`src/rtl/tbd_pkg.sv`:
```
package tbd_pkg;

    localparam int unsigned ROUND_COUNT = 32;
    localparam int unsigned STAGE_COUNT = 2 * ROUND_COUNT;
    localparam logic [31:0] TEA_DELTA = 32'h9E37_79B9;

    localparam int unsigned ADDR_W = 4;

    localparam logic [1:0] REG_KEY_ZERO  = 2'd0;
    localparam logic [1:0] REG_KEY_ONE   = 2'd1;
    localparam logic [1:0] REG_KEY_TWO   = 2'd2;
    localparam logic [1:0] REG_KEY_THREE = 2'd3;

    localparam logic [31:0] KEY_ZERO_RESET  = 32'd128;
    localparam logic [31:0] KEY_ONE_RESET   = 32'd129;
    localparam logic [31:0] KEY_TWO_RESET   = 32'd130;
    localparam logic [31:0] KEY_THREE_RESET = 32'd131;

    typedef struct packed {
        logic [31:0] cipher_first;
        logic [31:0] cipher_second;
    } cipher_t;

    typedef struct packed {
        logic [31:0] plain_first;
        logic [31:0] plain_second;
    } plain_t;

    // Working pair of words as it moves down the pipeline.
    typedef struct packed {
        logic [31:0] first;
        logic [31:0] second;
    } word_pair_t;

    // Round sum used by round r: delta times the rounds still to go, wrapped.
    function automatic logic [31:0] round_sum(input int unsigned r);
        logic [63:0] prod;
        prod = 64'(TEA_DELTA) * 64'(ROUND_COUNT - r);
        return prod[31:0];
    endfunction

endpackage

```
`src/rtl/tbd_half_round.sv`:
```
module tbd_half_round (
    input  logic                     clk,
    input  logic                     rst_n,
    input  logic                     advance,
    input  logic                     upd_second,
    input  logic [31:0]              sum,
    input  logic [31:0]              key_a,
    input  logic [31:0]              key_b,
    input  logic                     valid,
    input  tbd_pkg::word_pair_t      data,
    output logic                     result_valid,
    output tbd_pkg::word_pair_t      result
);

    logic                valid_reg;
    tbd_pkg::word_pair_t data_reg;
    tbd_pkg::word_pair_t data_next;
    logic [31:0]         src;
    logic [31:0]         dst;
    logic [31:0]         mix;
    logic [31:0]         diff;

    // One half of a round: the selected word drops by a mix of the other one.
    always_comb
    begin
        src  = upd_second ? data.first : data.second;
        dst  = upd_second ? data.second : data.first;
        mix  = ((src << 4) + key_a) ^ (src + sum) ^ ((src >> 5) + key_b);
        diff = dst - mix;
        data_next = data;
        if (upd_second)
        begin
            data_next.second = diff;
        end
        else
        begin
            data_next.first = diff;
        end
    end

    always_ff @(posedge clk or negedge rst_n)
    begin
        if (!rst_n)
        begin
            valid_reg <= 1'b0;
        end
        else if (advance)
        begin
            valid_reg <= valid;
        end
    end

    always_ff @(posedge clk)
    begin
        if (advance)
        begin
            data_reg <= data_next;
        end
    end

    assign result_valid = valid_reg;
    assign result       = data_reg;

endmodule

```
`config.mk`:
```
export PLATFORM = sky130hd
export DESIGN_NAME = tbd_half_round
export DESIGN_NICKNAME = d
export VERILOG_FILES = /design/src/rtl/tbd_pkg.sv /design/src/rtl/tbd_half_round.sv
export SDC_FILE = /design/constraint.sdc
export NUM_CORES = 1
export LEC_CHECK = 0
export ABC_AREA = 1
export BUFFER_PORTS_ARGS = -buffer_cell sky130_fd_sc_hd__buf_2
export CORE_AREA = 2 2 180 182
export DETAILED_ROUTE_END_ITERATION = 10
export DIE_AREA = 0 0 182 184
export PLACE_DENSITY = 0.56
export SYNTH_ARGS = -nofsm -noshare
export SYNTH_HDL_FRONTEND = slang
export SYNTH_SLANG_ARGS = --single-unit
```
`constraint.sdc`:
```
create_clock -name clk -period 0.8 [get_ports clk]
set_input_delay 0.04 -clock clk [delete_from_list [all_inputs] [get_ports clk]]
set_output_delay 0.04 -clock clk [all_outputs]
set_load 0.005 [all_outputs]
```
## Yosys cells after proc, flatten, opt, wreduce, memory -nomap -nowiden

Cells that the tools add are included.

| word-level totals | value |
|---|---|
| register bits | 65 |
| latch bits | 0 |
| bits in read-only memories | 0 |
| memories kept | 0 |
| bits of input ports | 165 |
| RAM bits | 0 |
| output and inout port bits | 65 |

| cells by class | value |
|---|---|
| muxes and demuxes | 4 |
| bitwise gates (word level) | 2 |
| order comparisons | 0 |
| multipliers | 0 |
| shift operators | 0 |
| equality and inequality tests | 0 |
| divide/modulo/power cells | 0 |
| reductions and logical operators | 0 |
| add/sub/neg operators | 4 |

Operators with widths:

| operator | count |
|---|---|
| $mux 32 | 4 |
| $add 32x32->32 | 2 |
| $xor 32x32->32 | 2 |
| $add 27x32->32 | 1 |
| $sub 32x32->32 | 1 |

## Longest topological paths before layout

| depth | value |
|---|---|
| depth after elaboration | 6 |
| mapped depth | 33 |
| depth with buffers taken out | 30 |

## Worst setup path before layout

Ideal clock, no wire load.

| timing | value |
|---|---|
| kind | in2reg |
| start | input port upd_second |
| end | register data_reg, in the netlist result[25], data pin |
| path buffers | 3 |
| arrival | 3.849 ns |
| stages on the path | 27 |
| setup time | 0.264 ns |
| path slack | -3.313 ns |
| path through | buf_6 > clkbuf_1 > clkbuf_1 > nand2_1 > nand2_1 > ha_1 > inv_1 > fa_1 > o21ai_2 > nand2_1 > o211ai_1 > nand2_1 > nand2_1 > a21oi_1 > or2_1 > nand3b_1 > nand2_1 > ha_1 > a21oi_1 > o21ai_0 > a21oi_1 > nand3_1 > nand2_1 > nand2_1 > or2_1 > nand3_1 > o21ai_1 |

RTL lines:

| element | RTL line | RTL |
|---|---|---|
| start, declared | tbd_half_round.sv:5 | `input logic upd_second,` |
| end signal, assigned | tbd_half_round.sv:57 | `data_reg <= data_next;` |
| end, declared | tbd_half_round.sv:16 | `tbd_pkg::word_pair_t data_reg;` |

==> impl_metrics.toml <==
[placed_design]
dp_slack_ns = -3.74
detailed_place_hpwl_mm = 39.5
placedCellCount = 2799
port_buffers = 229
globalplace.congestion = 0.918

[grt]
grt_first_pass_wirelength_mm = 73.3
grt_max_degree = 30
grt_pass1_vias = 14100
grt_usage_pct = 27.9
antenna_found_initial = 1
gr-total-overflow = 0

[die]
die_h_um = 184
chipWidth_um = 182
core_um2 = 31400
rows = 65
die_area_um2 = 33500
ios = 230
initial_utilization_pct = 34.8

[synth]
synth.distinct_cells = 52
synth_edf_count = 64
synth-seq-cells = 65
synth_fp_nets = 2013
async_reset_ff_share_pct = 1.54
synth_top_area_share_pct = 19.8
yosys-top-cells-area = "nand2_1, edfxtp_1, ha_1"
syn_area_um2 = 10900
syn_avg_cell_area_um2 = 6.33
yosysTopAreaCell = "nand2_1"
synthFlopType = "edfxtp_1"
synthCells = 1728
synth_warnings = 0
seq_area_frac_synth_pct = 17.8

[power_and_ir_drop]
p_clk_share_pct = 6.6
p_switching_uw = 26300
finalPower_uw = 57200
swShare_pct = 46.0
powerDensity_nw_per_um2 = 2720
p_leak_uw = 0.00997
pwr-share-seq_pct = 10.0
combPwrFrac_pct = 83.5
internal_power_uw = 30900
irDropWorstVdd_mv = 1.78

[detailed_routing]
drc = 0
via_count = 14500
ant_nets = 0
drtPass1Iterations = 7
wl_mm = 50.2
drt_iter0_markers = 808
wl_per_cell_um = 17.4
via_per_inst = 5.02

[setup_path]
cp_max_fo = 6
critPathLaunchType = "input pin"
arrival_ns = 3.89
required_ns = 0.90
path_class = "in -> reg"
endpoint_kind = "flip-flop"

[timing]
finalCritPeriodShare_pct = 473
setup_violations = 129
tightestPinTransition_ns = 0.533
finalHoldViolCount = 0
max_freq_ghz = 0.264
period_needed_ns = 3.78
slew_headroom_pct = 64.1
finalMaxSlewViolations = 0
fin_ws_ns = -2.98
clock_skew_ns = 0
rsz0062_at_grt = "true"

[cts]
cts_sinks = 65
clk_pin_slew_ns = 0.06
cts_buffer_depth = 2
cts_buffers = 9
cts_tree = "built"
cts_htree_levels = 3
clk-insertion-delay-late_ns = 0.34
root_buffer = "clkbuf_16"

[outcome]
status = "finished with violations"
violations = "negative setup slack"

[layout]
final_layout_size_suffix_gt1_share_pct = 55.1
areaGrowthSynthToFinish_pct = 92.4
register_area_um2 = 1950
fin_cells = 2891
nets = 2769
fillCellCount = 2578
multi_input_area_um2 = 12000
post-route-util_pct = 67.0

[min_path]
hold_class = "in -> async"

[run]
max_cap_violations = 0
-- worst max-delay path: stages --
cell and delay [ns]:
buf_12 0.12, inv_12 0.04, buf_12 0.13, buf_4 0.16, nand2_4 0.10, nand2_8 0.09, ha_4 0.25, a21o_1 0.20
buf_4 0.14, nand2_1 0.07, nand3_1 0.11, a21oi_2 0.20, o21ai_4 0.12, buf_4 0.16, xor2_2 0.18, xnor2_2 0.32
ha_4 0.28, nand2_2 0.13, o21ai_2 0.09, a21oi_2 0.12, nand2_2 0.11, buf_4 0.15, nand2_1 0.06, nand4_1 0.11
nand3b_1 0.21, nand3_1 0.09, nand2_1 0.05
-- kinds of logic (layout without fill, tap and decap cells) --
| group | after synthesis | in the layout | share of synthesized area [%] |
|---|---|---|---|
| buffers and inverters | 207 | 967 | 7.20 |
| XOR/XNOR | 125 | 125 | 10.0 |
| AO/OA/AOI/OAI | 300 | 300 | 16.2 |
| AND/OR/NAND/NOR | 908 | 908 | 34.5 |
| adder cells (fa/ha/maj) | 120 | 120 | 14.0 |
| other | 0 | 1 | 0 |
| flip-flops | 65 | 65 | 17.8 |
| multiplexers | 3 | 3 | 0.286 |
-- sequential cells by signal, summed over array words and instances, names as in the netlist --
register and flops:
result 64, result_valid 1
-- routing by layer --
layer | global-route usage [%] | wire length, um | vias to the layer above
li1 | - | - | 7220
met1 | 37.1 | 22100 | 6771
met2 | 49.9 | 24700 | 445
met3 | 1.37 | 2200 | 70
met4 | 6.68 | 1240 | 0
met5 | 0 | 0 | -
-- repair_timing --
item / 4_1_cts / 5_1_grt
gates resized for setup: 452 / 277
buffers inserted: 50 / 27
hold endpoints to repair: 2 / 0
pin swaps: 179 / 126
hold buffers: 2 / 0
setup endpoints to repair: 129 / 129
gates cloned: 3 / 3
-- stage by stage --
| step | TNS [ns] | area, um2 | hold WS [ns] |
|---|---|---|---|
| final | -169.11 | 21000 | 0.00539 |
| after global routing | -178.30 | 21000 | 0.0134 |
| after CTS | -164.99 | 19400 | 0.00228 |
| after detailed placement | -206.20 | 16500 | -0.185 |
| after global placement | -204.05 | 16500 | -0.185 |
| after floorplan | -156.54 | 11400 | -0.256 |
-- power by group through the flow --
stage	registers, uW	logic [uW]	clock network [uW]
after global routing	5790	50700	3920
after global placement	5740	32200	0
after detailed placement	5770	32500	0
after CTS	5710	40600	3800
final	5690	47700	3760
after floorplan	5920	17500	0
-- worst paths after layout --
kind                               from      endpoint  slack, ns  cells past startpoint
setup reg to reg           result_valid  result_valid       0.06                      1
hold reg to reg            result_valid  result_valid       0.51                      1
hold / removal                    rst_n  result_valid      0.005                      2
setup / recovery             upd_second    result[63]      -2.98                     27
max in group asynchronous         rst_n  result_valid       0.71                      2
min in group clk               data[55]    result[55]       0.03                      3
-- layout by cell type (no fill, tap or decap), types with 33 or more instances in the layout --
cell type  count
nand3_2       35
a21oi_2       48
nand2_2      111
o21ai_0       33
inv_1        154
buf_2        228
nor2_2        33
o21ai_2       33
nand2_4       33
xnor2_1       40
nand2_1      426
nor2_1        95
ha_4          82
a21oi_1       49
o21ai_1       38
edfxtp_1      64
nand3_1       59
buf_4        477
buf_6         39
-- cell usage after synthesis (3+ instances only) --
| library cell | number |
|---|---|
| nand3_1 | 98 |
| o21bai_1 | 20 |
| o21ai_0 | 104 |
| a21oi_2 | 8 |
| nand2_1 | 578 |
| inv_1 | 183 |
| o21ai_2 | 4 |
| nor3_1 | 24 |
| edfxtp_1 | 64 |
| a21oi_1 | 106 |
| o21bai_2 | 3 |
| a31oi_1 | 8 |
| clkbuf_1 | 18 |
| nor4_1 | 3 |
| nor2_2 | 4 |
| o21a_1 | 5 |
| o21ai_1 | 4 |
| or2_2 | 5 |
| xor2_1 | 64 |
| or2_1 | 10 |
| a21boi_0 | 8 |
| ha_1 | 116 |
| nor2_1 | 143 |
| nand2_2 | 5 |
| a31o_2 | 3 |
| xnor2_1 | 61 |
| nand3b_1 | 14 |
| fa_1 | 4 |
| a21o_1 | 12 |
| nand4_1 | 15 |
| o211ai_1 | 3 |
-- cell type report --
| class | instances | share of cell area, % |
|---|---|---|
| Clock inverter | 5 | 0.226 |
| Clock buffer | 10 | 1.09 |
| Timing Repair Buffer | 767 | 26.8 |
| Sequential cell | 65 | 9.26 |
| Multi-Input combinational cell | 1456 | 56.9 |
| Antenna cell | 1 | 0.0119 |
| Tap cell | 402 | 2.39 |
| Inverter | 185 | 3.37 |
Power figures use the tool's default switching activity.
